===== src/rtl/fan_tacho_monitor_unit_defines.svh =====
// Assertion macros for the fan tacho monitor.
// Used by fan_tacho_monitor_unit; no other dependencies.
`ifndef FAN_TACHO_MONITOR_UNIT_DEFINES_SVH
`define FAN_TACHO_MONITOR_UNIT_DEFINES_SVH

// same-cycle implication
`define FMON_ASSERT_NOW(lbl, clk, rstn, ante, cons) \
  lbl: assert property (@(posedge clk) disable iff (!(rstn)) (ante) |-> (cons)) \
    else $error("fan tacho monitor check failed");

// next-cycle implication
`define FMON_ASSERT_NEXT(lbl, clk, rstn, ante, cons) \
  lbl: assert property (@(posedge clk) disable iff (!(rstn)) (ante) |=> (cons)) \
    else $error("fan tacho monitor check failed");

`endif


===== src/rtl/fmon_pkg.sv =====
// Shared types and constants for the fan tacho monitor.
// No dependencies.
`default_nettype none

package fmon_pkg;

  localparam int unsigned RPM_W    = 28;
  localparam int unsigned DIVD_W   = 22;
  localparam int unsigned DIVS_W   = 16;
  localparam int unsigned DIV_STEPS = DIVD_W;
  localparam int unsigned CFG_IDX_W = 3;

  // rpm = floor(TACHO_NUM / period) * 60
  localparam logic [DIVD_W-1:0] TACHO_NUM = 22'd2500000;
  localparam logic [RPM_W-1:0]  RPM_MAX   = 28'd150000000;

  typedef logic [RPM_W-1:0] rpm_t;

  typedef enum logic [0:0] {
    OP_TICK    = 1'b0,
    OP_CAPTURE = 1'b1
  } op_e;

  typedef enum logic [1:0] {
    MODE_OFF = 2'd0,
    MODE_LOW = 2'd1,
    MODE_MED = 2'd2,
    MODE_MAX = 2'd3
  } mode_e;

  typedef enum logic [CFG_IDX_W-1:0] {
    CFG_FAN_MODES  = 3'd0,
    CFG_DWELL      = 3'd1,
    CFG_LOW_RPM    = 3'd2,
    CFG_MED_RPM    = 3'd3,
    CFG_MAX_RPM    = 3'd4,
    CFG_MARGIN     = 3'd5
  } cfg_idx_e;

  typedef enum logic [1:0] {
    ST_IDLE,
    ST_DIV,
    ST_MUL,
    ST_DONE
  } state_e;

  // reset values of the configuration registers
  localparam logic [15:0] RST_FAN_MODES = 16'd21845;
  localparam logic [15:0] RST_DWELL     = 16'd10000;
  localparam logic [15:0] RST_LOW_RPM   = 16'd3500;
  localparam logic [15:0] RST_MED_RPM   = 16'd8000;
  localparam logic [15:0] RST_MAX_RPM   = 16'd13100;
  localparam logic [15:0] RST_MARGIN    = 16'd1500;

  // floor(9 * duty / 100) for duties 0, 40, 70, 100
  localparam logic [3:0] CMP_OFF = 4'd0;
  localparam logic [3:0] CMP_LOW = 4'd3;
  localparam logic [3:0] CMP_MED = 4'd6;
  localparam logic [3:0] CMP_MAX = 4'd9;

  function automatic logic [3:0] duty_cmp(input mode_e mode);
    logic [3:0] c;
    case (mode)
      MODE_LOW: c = CMP_LOW;
      MODE_MED: c = CMP_MED;
      MODE_MAX: c = CMP_MAX;
      default:  c = CMP_OFF;
    endcase
    return c;
  endfunction

endpackage

`default_nettype wire


===== src/rtl/fan_tacho_monitor_unit.sv =====
// Fan tacho monitor: tick/capture requests in, one status result per request.
// A tick or zero-period capture goes straight to the result load; a nonzero-period
// capture first runs the serial divider (22 steps) and the store into the rpm slot.
// Throughput: one request in flight; the next accept waits until the result is
// loaded, which waits while the result register is stalled. Reset (async, active
// low) loads register defaults and clears the rpm store at once: no clearing pass.
`default_nettype none
`include "fan_tacho_monitor_unit_defines.svh"

module fan_tacho_monitor_unit
  import fmon_pkg::*;
#(
  parameter int unsigned NUM_FANS = 8
) (
  input  wire logic                 clk_i,
  input  wire logic                 rst_ni,
  // configuration write channel
  input  wire logic                 cfg_valid_i,
  output logic                      cfg_ready_o,
  input  wire logic [CFG_IDX_W-1:0] cfg_index_i,
  input  wire logic [15:0]          cfg_wdata_i,
  // request channel
  input  wire logic                 in_valid_i,
  output logic                      in_stall_o,
  input  wire logic                 in_opcode_i,
  input  wire logic [15:0]          in_capture_period_i,
  input  wire logic [2:0]           in_query_fan_i,
  // result channel
  output logic                      out_valid_o,
  input  wire logic                 out_stall_i,
  output logic [2:0]                out_active_channel_o,
  output logic [RPM_W-1:0]          out_fan_rpm_o,
  output logic                      out_too_slow_o,
  output logic [3:0]                out_duty_compare_o
);

  localparam int unsigned CH_W = $clog2(NUM_FANS);

  // configuration registers
  logic [15:0] fan_modes_q, dwell_q, low_rpm_q, med_rpm_q, max_rpm_q, margin_q;

  // monitor state
  logic [15:0]   tick_q, tick_d;
  logic [CH_W-1:0] channel_q, channel_d;
  rpm_t          rpm_q [NUM_FANS];

  // sequencer
  state_e state_q, state_d;
  logic   in_acc, div_start, store_we, out_load, slot_free;
  logic [2:0] fan_q;

  // divider
  logic              div_done;
  logic [DIVD_W-1:0] div_quot;
  rpm_t              rpm_new;

  // result
  logic        out_valid_q;
  logic [2:0]  out_chan_q;
  rpm_t        out_rpm_q;
  logic        out_slow_q;
  logic [3:0]  out_cmp_q;

  assign cfg_ready_o = 1'b1;

  always_ff @(posedge clk_i or negedge rst_ni) begin
    if (!rst_ni) begin
      fan_modes_q <= RST_FAN_MODES;
      dwell_q     <= RST_DWELL;
      low_rpm_q   <= RST_LOW_RPM;
      med_rpm_q   <= RST_MED_RPM;
      max_rpm_q   <= RST_MAX_RPM;
      margin_q    <= RST_MARGIN;
    end else if (cfg_valid_i) begin
      case (cfg_idx_e'(cfg_index_i))
        CFG_FAN_MODES: fan_modes_q <= cfg_wdata_i;
        CFG_DWELL:     dwell_q     <= cfg_wdata_i;
        CFG_LOW_RPM:   low_rpm_q   <= cfg_wdata_i;
        CFG_MED_RPM:   med_rpm_q   <= cfg_wdata_i;
        CFG_MAX_RPM:   max_rpm_q   <= cfg_wdata_i;
        CFG_MARGIN:    margin_q    <= cfg_wdata_i;
        default: ;
      endcase
    end
  end

  // ---------------------------------------------------------------------
  // Sequencer: IDLE -> (DIV -> MUL ->) DONE -> IDLE
  // ---------------------------------------------------------------------
  assign in_acc    = in_valid_i && (state_q == ST_IDLE);
  assign slot_free = !out_valid_q || !out_stall_i;

  always_comb begin
    state_d = state_q;
    case (state_q)
      ST_IDLE: begin
        if (in_valid_i) begin
          if ((op_e'(in_opcode_i) == OP_CAPTURE) && (in_capture_period_i != '0)) begin
            state_d = ST_DIV;
          end else begin
            state_d = ST_DONE;
          end
        end
      end
      ST_DIV: begin
        if (div_done) begin
          state_d = ST_MUL;
        end
      end
      ST_MUL:  state_d = ST_DONE;
      ST_DONE: begin
        if (slot_free) begin
          state_d = ST_IDLE;
        end
      end
      default: state_d = ST_IDLE;
    endcase
  end

  always_comb begin
    in_stall_o = (state_q != ST_IDLE);
    div_start  = in_acc && (op_e'(in_opcode_i) == OP_CAPTURE) &&
                 (in_capture_period_i != '0);
    store_we   = (state_q == ST_MUL);
    out_load   = (state_q == ST_DONE) && slot_free;
  end

  always_ff @(posedge clk_i or negedge rst_ni) begin
    if (!rst_ni) begin
      state_q <= ST_IDLE;
    end else begin
      state_q <= state_d;
    end
  end

  always_ff @(posedge clk_i) begin
    if (in_acc) begin
      fan_q <= in_query_fan_i;
    end
  end

  // ---------------------------------------------------------------------
  // Tick counter and channel rotation, applied at accept
  // ---------------------------------------------------------------------
  logic [16:0] tick_inc;
  assign tick_inc = {1'b0, tick_q} + 17'd1;

  always_comb begin
    tick_d    = tick_q;
    channel_d = channel_q;
    if (in_acc && (op_e'(in_opcode_i) == OP_TICK)) begin
      if (tick_inc < {1'b0, dwell_q}) begin
        tick_d = tick_inc[15:0];
      end else begin
        tick_d = '0;
        if (channel_q == CH_W'(NUM_FANS - 1)) begin
          channel_d = '0;
        end else begin
          channel_d = channel_q + CH_W'(1);
        end
      end
    end
  end

  always_ff @(posedge clk_i or negedge rst_ni) begin
    if (!rst_ni) begin
      tick_q    <= '0;
      channel_q <= '0;
    end else begin
      tick_q    <= tick_d;
      channel_q <= channel_d;
    end
  end

  // ---------------------------------------------------------------------
  // Period to rpm: shared serial divider, then x60 as shift-subtract
  // ---------------------------------------------------------------------
  fmon_div u_div (
    .clk_i     (clk_i),
    .rst_ni    (rst_ni),
    .start_i   (div_start),
    .divisor_i (in_capture_period_i),
    .done_o    (div_done),
    .quot_o    (div_quot)
  );

  // q*60 = q*64 - q*4; fits 28 bits since q <= 2500000
  assign rpm_new = {div_quot, 6'b0} - {4'b0, div_quot, 2'b0};

  always_ff @(posedge clk_i or negedge rst_ni) begin
    if (!rst_ni) begin
      for (int i = 0; i < NUM_FANS; i++) begin
        rpm_q[i] <= '0;
      end
    end else if (store_we) begin
      rpm_q[channel_q] <= rpm_new;
    end
  end

  // ---------------------------------------------------------------------
  // Result for the queried fan
  // ---------------------------------------------------------------------
  logic [CH_W+2:0] fan_ext, chan_ext;
  logic [CH_W-1:0] fan_idx;
  logic            fan_ok;
  mode_e           mode;
  logic [15:0]     expected;
  rpm_t            res_rpm;
  logic            res_slow;
  logic [3:0]      res_cmp;
  logic signed [RPM_W+1:0] lhs, rhs;

  assign fan_ext  = {{CH_W{1'b0}}, fan_q};
  assign chan_ext = {3'b000, channel_q};
  assign fan_idx  = fan_ext[CH_W-1:0];
  assign fan_ok   = (int'(fan_q) < NUM_FANS);
  assign mode     = mode_e'(fan_modes_q[{fan_q, 1'b0} +: 2]);

  always_comb begin
    case (mode)
      MODE_LOW: expected = low_rpm_q;
      MODE_MED: expected = med_rpm_q;
      MODE_MAX: expected = max_rpm_q;
      default:  expected = '0;
    endcase
  end

  assign res_rpm  = fan_ok ? rpm_q[fan_idx] : '0;
  // signed compare: rpm < expected - margin
  assign lhs      = $signed({2'b00, res_rpm});
  assign rhs      = $signed({14'b0, expected}) - $signed({14'b0, margin_q});
  assign res_slow = fan_ok && (lhs < rhs);
  assign res_cmp  = fan_ok ? duty_cmp(mode) : CMP_OFF;

  always_ff @(posedge clk_i or negedge rst_ni) begin
    if (!rst_ni) begin
      out_valid_q <= 1'b0;
    end else if (out_load) begin
      out_valid_q <= 1'b1;
    end else if (!out_stall_i) begin
      out_valid_q <= 1'b0;
    end
  end

  always_ff @(posedge clk_i) begin
    if (out_load) begin
      out_chan_q <= chan_ext[2:0];
      out_rpm_q  <= res_rpm;
      out_slow_q <= res_slow;
      out_cmp_q  <= res_cmp;
    end
  end

  assign out_valid_o          = out_valid_q;
  assign out_active_channel_o = out_chan_q;
  assign out_fan_rpm_o        = out_rpm_q;
  assign out_too_slow_o       = out_slow_q;
  assign out_duty_compare_o   = out_cmp_q;

  // ---------------------------------------------------------------------
  // Checks
  // ---------------------------------------------------------------------
  `FMON_ASSERT_NOW(a_div_done_in_div, clk_i, rst_ni, div_done, state_q == ST_DIV)
  `FMON_ASSERT_NOW(a_rpm_in_range, clk_i, rst_ni, store_we, rpm_new <= RPM_MAX)
  `FMON_ASSERT_NEXT(a_load_sets_valid, clk_i, rst_ni, out_load, out_valid_q && state_q == ST_IDLE)
  `FMON_ASSERT_NEXT(a_accept_leaves_idle, clk_i, rst_ni, in_acc, state_q != ST_IDLE)

endmodule

`default_nettype wire


===== src/rtl/fmon_div.sv =====
// Serial restoring divider: TACHO_NUM / divisor, one quotient bit per cycle.
// Depends on fmon_pkg.
`default_nettype none

module fmon_div
  import fmon_pkg::*;
(
  input  wire logic              clk_i,
  input  wire logic              rst_ni,
  input  wire logic              start_i,
  input  wire logic [DIVS_W-1:0] divisor_i,
  output logic                   done_o,
  output logic [DIVD_W-1:0]      quot_o
);

  localparam int unsigned CNT_W = $clog2(DIV_STEPS);

  logic              busy_q, busy_d;
  logic [CNT_W-1:0]  cnt_q, cnt_d;
  logic [DIVS_W-1:0] dvs_q, dvs_d;
  logic [DIVS_W-1:0] rem_q, rem_d;
  logic [DIVD_W-1:0] quo_q, quo_d;

  logic [DIVS_W:0]   rem_sh;
  logic [DIVS_W+1:0] diff;
  logic              last;

  assign rem_sh = {rem_q, quo_q[DIVD_W-1]};
  assign diff   = {1'b0, rem_sh} - {2'b00, dvs_q};
  assign last   = busy_q && (cnt_q == CNT_W'(DIV_STEPS - 1));

  always_comb begin
    busy_d = busy_q;
    cnt_d  = cnt_q;
    dvs_d  = dvs_q;
    rem_d  = rem_q;
    quo_d  = quo_q;
    if (start_i) begin
      busy_d = 1'b1;
      cnt_d  = '0;
      dvs_d  = divisor_i;
      rem_d  = '0;
      quo_d  = TACHO_NUM;
    end else if (busy_q) begin
      cnt_d = cnt_q + CNT_W'(1);
      if (!diff[DIVS_W+1]) begin
        rem_d = diff[DIVS_W-1:0];
        quo_d = {quo_q[DIVD_W-2:0], 1'b1};
      end else begin
        rem_d = rem_sh[DIVS_W-1:0];
        quo_d = {quo_q[DIVD_W-2:0], 1'b0};
      end
      if (last) begin
        busy_d = 1'b0;
      end
    end
  end

  always_ff @(posedge clk_i or negedge rst_ni) begin
    if (!rst_ni) begin
      busy_q <= 1'b0;
      cnt_q  <= '0;
    end else begin
      busy_q <= busy_d;
      cnt_q  <= cnt_d;
    end
  end

  always_ff @(posedge clk_i) begin
    dvs_q <= dvs_d;
    rem_q <= rem_d;
    quo_q <= quo_d;
  end

  assign done_o = last;
  assign quot_o = quo_q;

endmodule

`default_nettype wire


===== config.mk =====
export PLATFORM = sky130hd
export DESIGN_NAME = fan_tacho_monitor_unit
export DESIGN_NICKNAME = d
export VERILOG_FILES = /design/src/rtl/fmon_pkg.sv /design/src/rtl/fan_tacho_monitor_unit.sv /design/src/rtl/fmon_div.sv
export VERILOG_INCLUDE_DIRS = /design/src /design/src/rtl
export SDC_FILE = /design/constraint.sdc
export NUM_CORES = 1
export LEC_CHECK = 0
export BUFFER_PORTS_ARGS = -buffer_cell sky130_fd_sc_hd__buf_4
export CAP_MARGIN = 20
export CORE_UTILIZATION = 45
export CTS_CLUSTER_DIAMETER = 100
export DETAILED_ROUTE_END_ITERATION = 12
export PLACE_DENSITY = 0.67
export RECOVER_POWER = 100
export SLEW_MARGIN = 15
export SYNTH_ARGS = -nofsm -noshare
export SYNTH_HDL_FRONTEND = slang
export SYNTH_HIERARCHICAL = 1
export SYNTH_SLANG_ARGS = --single-unit

===== constraint.sdc =====
create_clock -name clk_i -period 7.1 [get_ports clk_i]
set_input_delay 1.42 -clock clk_i [delete_from_list [all_inputs] [get_ports clk_i]]
set_output_delay 1.42 -clock clk_i [all_outputs]
set_load 0.05 [all_outputs]

* Word level (Yosys, flattened, before mapping) *
Index checks and enable logic that the tools add are counted.

operators by class
  $add $sub $neg = 6
  $mul = 0
  divide/modulo/power cells = 0
  magnitude comparators = 5
  equal/unequal tests = 17
  shift-type cells = 1
  muxes and demuxes = 24
  bitwise logic cells = 4
  reduce and logical (&&, ||, !) cells = 24

operator list
  kind                     count
  $bwmux W224              1
  $bmux W28 S3             1
  $demux W28 S3            1
  $mux W28                 3
  $pmux W16 S3             1
  $mux W16                 2
  $lt A29 B17 Y1           1
  $sub A28 B24 Y28         1
  $sub A17 B16 Y18         1
  $add A16 B1 Y17 const B  1
  $lt A17 B16 Y1           1
  $sub A16 B16 Y17         1
  $reduce_bool A16 Y1      1
  $shiftx A16 B5 Y2        1
  $reduce_and A2 Y1        7
  $pmux W4 S3              1
  $mux W5                  2
  $eq A3 B3 Y1 const B     3
  $eq A2 B2 Y1 const B     4
  $ge A4 B4 Y1 const B     2
  $logic_and A1 B1 Y1      8
  $mux W2                  4
  $not A3 Y4               2
  $pmux W2 S4              1
  other kinds (18)         30

storage, ports and cells
  bits in registers = 441
  bits in latches = 0
  memory bits (writable) = 0
  bits in read-only memories = 0
  bits of input ports = 44
  memories kept = 0

* Logic depth before layout (Yosys ltp) *
  depth after elaboration = 6
  mapped depth = 25

* Cells and area by module *
The synthesis kept the hierarchy.

modules (own cells, without submodules)
  module                  times used  cells an instance  area each (sq um)  sequential area each (sq um)
  fan_tacho_monitor_unit  1           1719               18685.4            9318.9
  fmon_div                1           341                3276.9             1391.3

* Worst setup path after synthesis *
No wires, ideal clock.

  path kind = register -> register
  start point = register fan_q[0] (netlist: fan_idx[0])
  end point = register out_slow_q (netlist: out_too_slow_o), data pin
  library setup time = 0.256 ns
  arrival time = 5.417 ns
  data required time = 6.844 ns
  path slack = 1.427 ns
  cell stages (with the launch flop) = 24
  buffers on the path = 4
  clock period less this slack = 5.673 ns
  cells stage by stage = edfxtp_1 -> buf_2 -> buf_2 -> mux4_2 -> mux2i_1 -> inv_1 -> ha_1 -> clkbuf_1 -> clkbuf_1 -> a222oi_1 -> nor2_1 -> ha_1 -> a21o_1 -> a2111oi_0 -> a21bo_2 -> nand2_1 -> o21ai_0 -> ha_1 -> a21o_1 -> a21oi_1 -> or2_2 -> o2111ai_1 -> a21oi_1 -> o211a_1

on the way
  word-level cells in the longest chain between the ends = 5
  elaborated cells between the ends (all ways) = 11

ends and longest elaborated chain
  element                                          RTL line                                                      text
  start: declaration                               fan_tacho_monitor_unit.sv:50                                  logic [2:0] fan_q;
  start signal: assignment                         fan_tacho_monitor_unit.sv:138                                 fan_q <= in_query_fan_i;
  $shiftx A16 B5 Y2 or $not A3 Y4 (tied branches)  fan_tacho_monitor_unit.sv:217, fan_tacho_monitor_unit.sv:228
  $eq A2 B2 Y1 (tied with other cells)             fan_tacho_monitor_unit.sv:220                                 case (mode)
  $pmux W16 S3 or $mux W28 (tied branches)         fan_tacho_monitor_unit.sv:220, fan_tacho_monitor_unit.sv:228
  $sub A16 B16 Y17 or $mux W28 (tied branches)     fan_tacho_monitor_unit.sv:231, fan_tacho_monitor_unit.sv:228
  $lt A29 B17 Y1 (*)                               fan_tacho_monitor_unit.sv:232                                 assign res_slow = fan_ok && (lhs < rhs);
  net res_slow                                     fan_tacho_monitor_unit.sv:209                                 logic res_slow;
  end signal: assignment                           fan_tacho_monitor_unit.sv:249                                 out_slow_q <= res_slow;
  end: declaration                                 fan_tacho_monitor_unit.sv:61                                  logic out_slow_q;

Mark *: on every way through the listed nets, which the timed path passes. The rest lies on a longest branch. The select of a mux whose other input is x is not followed.
A chain may end at the register's enable or synchronous reset.

* Worst setup path after layout *
Ends and elaborated chain as after synthesis.

==> summary.md <==
| Metric | Value |
|---|---|
| Hold WS | `0.476 ns` |
| WP data required | `approximately 7.4 ns` |
| Worst EP arrival | `6.08 ns` |
| CP cell instances | `mux4_2, mux2i_1, inv_1, ha_1, a222oi_1, or2_2, ha_1, inv_1, fa_1, a211oi_1, o21ai_0, a21bo_2, nand2_1, o21ai_1, ha_1, a21o_1, a21oi_1, or2_2, o2111ai_1, a21oi_1, o211a_1` |
| Commonest cells post-synth | `nand2_1 (331), dfrtp_1 (292), o21ai_0 (239)` |
| Final Cell Area | `24,400 µm²` |
| DP Worst Slack | `1.41 ns` |
| # port buffers | `between 70 and 80` |
| Max-slew violation count | `between 700 and 800` |
| Total gr overflow | `0` |
| Clock latency on the worst-skew pair | `0.59 ns` |
| Synthesized area | `roughly 22,000 µm²` |
| Slew @ Worst Pin | `between 3 and 4 ns` |
| Hold Path Class | `reg -> reg` |
| Peak VDD IR | `0.238 mV` |
| First-pass GRT wire length | `approximately 84,000 µm` |
| Top cell type's share of synthesized area | `between 30% and 40%` |
| Total CTS buffers | `45` |
| Clock transition at the registers of the reported paths | `0.06 ns` |
| M3 GR Usage | `3.65%` |
| Clock sinks | `approximately 420` |
| Synth Flop Type | `dfrtp_1` |
| Post-synth EDFFs | `53` |
| Initial Util | `roughly 46%` |
| DP Wirelength | `between 30,000 and 40,000 µm` |
| Worst path top cell family by delay | `compound AO/OA/AOI/OAI gates` |
| Top Ports | `83` |
| Initial antenna violation count | `4` |
| Pwr Density | `~460 nW/µm²` |
| Antenna viol nets, final | `0` |
| FILL cells | `around 4,200` |
| Failing checks | `capacitance limit, slew limit` |
| Vias in the first global route | `roughly 16,000` |
| Post-synthesis sequential area ratio | `between 40% and 50%` |
| Placed Instance Area | `approximately 23,000 µm²` |
| Fin crit period | `about 5.7 ns` |
| WP buf/inv | `2` |
| Crit share post-route | `80.9%` |
| Overall power | `0.0112 W` |
| Max_slew headroom | `-151%` |
| Die height | `223 µm` |
| Placement Rows | `80` |
| Most flops, register | `rpm_q` |
| Slowest CP cell | `mux4_2` |
| H-tree levels | `2` |
| Met1 Use GR | `28.5%` |
| DIE AREA | `roughly 50,000 µm²` |
| Startpoint types | `flop` |
| Detailed Route Iter0 Violations | `between 1,000 and 1,500` |
| Layout area overhead | `11.0%` |
| Placeable Area | `around 48,000 µm²` |
| Final wirelength | `51,700 µm` |
| RSZ-0062 raised after global routing | `no` |
| Wire per inst | `about 19 µm` |
| Die W | `about 220 µm` |
| Top-count cell post-synth | `nand2_1` |
| Via count | `about 16,000` |
| Synth area leader | `dfrtp_1` |
| Top cells by area, synth | `dfrtp_1 (33%), edfxtp_1 (7.2%), ha_1 (6.0%), mux2_2 (5.8%), mux4_2 (5.7%)` |
| Max-Cap Viols | `13` |
| Synth cell types | `just under 100` |
| Final nets | `around 2,300` |
| Vias per cell | `5.70` |
| M2 GR Usage | `35.0%` |
| CTS Root Cell | `clkbuf_16` |
| Async SR Flop Fraction | `about four fifths` |
| GPL Wtd Cong | `roughly 0.87` |
| Post-Synthesis Cells | `~2,100` |
| Synthesis Warnings | `6` |
| Largest net degree at the start of global routing | `about 190` |
| Remaining DRCs | `0` |
| F_max | `roughly 170 MHz` |
| Status | `finished with violations` |
| Worst-path fanout max | `18` |
| Worst Skew | `between 0.03 and 0.04 ns` |
| Most frequent CP cell | `ha_1` |
| Post-CTS sizing | `0` |
| Clock tree from TritonCTS | `done` |
| Deepest clock path buffer count | `3` |
| Max reg flops | `208` |
| Setup ws final | `approximately 1.4 ns` |
| Final hold viol count | `0` |
| Avg Inst Size Synth | `between 10 and 15 µm²` |
| Final Setup Violations | `0` |
| Setup Crit Path Kind | `reg -> reg` |
| Nature of the critical path endpoint | `flop` |
| P_leak | `about 11 nW` |
| TNS Setup | `0 ns` |
| Setup Fix Bufs, Post-CTS | `0` |
| Worst path max stage delay | `between 0.5 and 0.6 ns` |
| Post-cts hold buffer count | `0` |
| DRT Pass-1 Iters | `7` |
| Layout cell share with drive strength beyond 1 | `between 10% and 20%` |
| GRT Overall Usage | `21.2%` |
| Post-synthesis register bit count | `between 400 and 500` |
| Antenna cells | `0` |
| Gr busiest metal | `met2` |
==> layout by cell type, fill, tap and decap left out, types with 10 or more instances in the layout <==
master,instances
a21oi_1,65
nor2_1,103
nand2_1,331
mux4_2,56
a222oi_1,16
nor2b_1,11
nor3_1,22
dfxtp_1,38
a21o_1,25
clkbuf_16,47
clkbuf_1,67
nand4_1,20
nand3_1,28
xnor2_1,30
buf_4,23
dfrtp_1,291
mux2i_1,35
o21ai_0,255
o211ai_1,10
dfstp_2,40
mux2_1,29
inv_1,89
clkbuf_8,15
ha_1,105
mux2_2,88
xor2_1,28
a31oi_1,10
clkbuf_4,17
edfxtp_1,53
==> final cells by class <==
class,count,area [µm²],area share (%)
sequential,423,10700,43.9
timing repair buffer,101,547,2.24
tap,615,769,3.16
multi-input combinational,1440,10400,42.6
clock inverter,14,220,0.903
inverter,90,338,1.39
clock buffer,70,1410,5.79
==> power breakdown <==
group          internal, W  total [W]  leakage (nW)  switching (W)
clock network      0.00153    0.00253         0.801        0.00101
registers          0.00315    0.00359          5.09       0.000436
logic              0.00180    0.00505          4.84        0.00325
==> routing by layer <==
layer  vias to the layer above  part of all wire (%)
met3                        83                   4.1
met4                         8                   2.4
met1                      7814                    45
met2                       318                    48
met5                         -                 0.097
li1                       7472                     -
==> worst min-delay path: stages, from the launching register on <==
cell and delay [ns]:
dfrtp_1 0.34, nand2_1 0.04, o21ai_0 0.06
==> logic make-up (layout without fill, tap and decap cells) <==
| logic type | Yosys count | after routing | synth area share [%] |
|---|---|---|---|
| compound gates | 482 | 482 | 13.8 |
| mux | 209 | 209 | 13.4 |
| buf+inv | 198 | 275 | 3.74 |
| simple gates | 581 | 581 | 11.8 |
| fa+ha+maj | 107 | 107 | 6.16 |
| xor+xnor | 58 | 58 | 2.31 |
| flops | 423 | 423 | 48.8 |
| other cells | 2 | 3 | 0.0342 |
==> path summary, 6_finish.rpt <==
kind                            start  cells after the start  slack, ns             end
setup / recovery           fan_idx[0]                     21       1.36  out_too_slow_o
hold / removal             rpm_q[223]                      2       0.48      rpm_q[223]
setup reg to reg           fan_idx[0]                     21       1.36  out_too_slow_o
hold reg to reg            rpm_q[223]                      2       0.48      rpm_q[223]
max in group asynchronous      rst_ni                      2       1.77       rpm_q[14]
min in group asynchronous      rst_ni                      1       2.12      rpm_q[221]
==> metrics by stage <==
stage          cells  utilization, %
2_1_floorplan   2061               -
3_3_place_gp    2666            48.1
3_5_place_dp    2667            48.2
4_1_cts         2751            51.6
5_1_grt         2753            50.9
6_report        2753            50.9
Power figures use the tool's default switching activity.
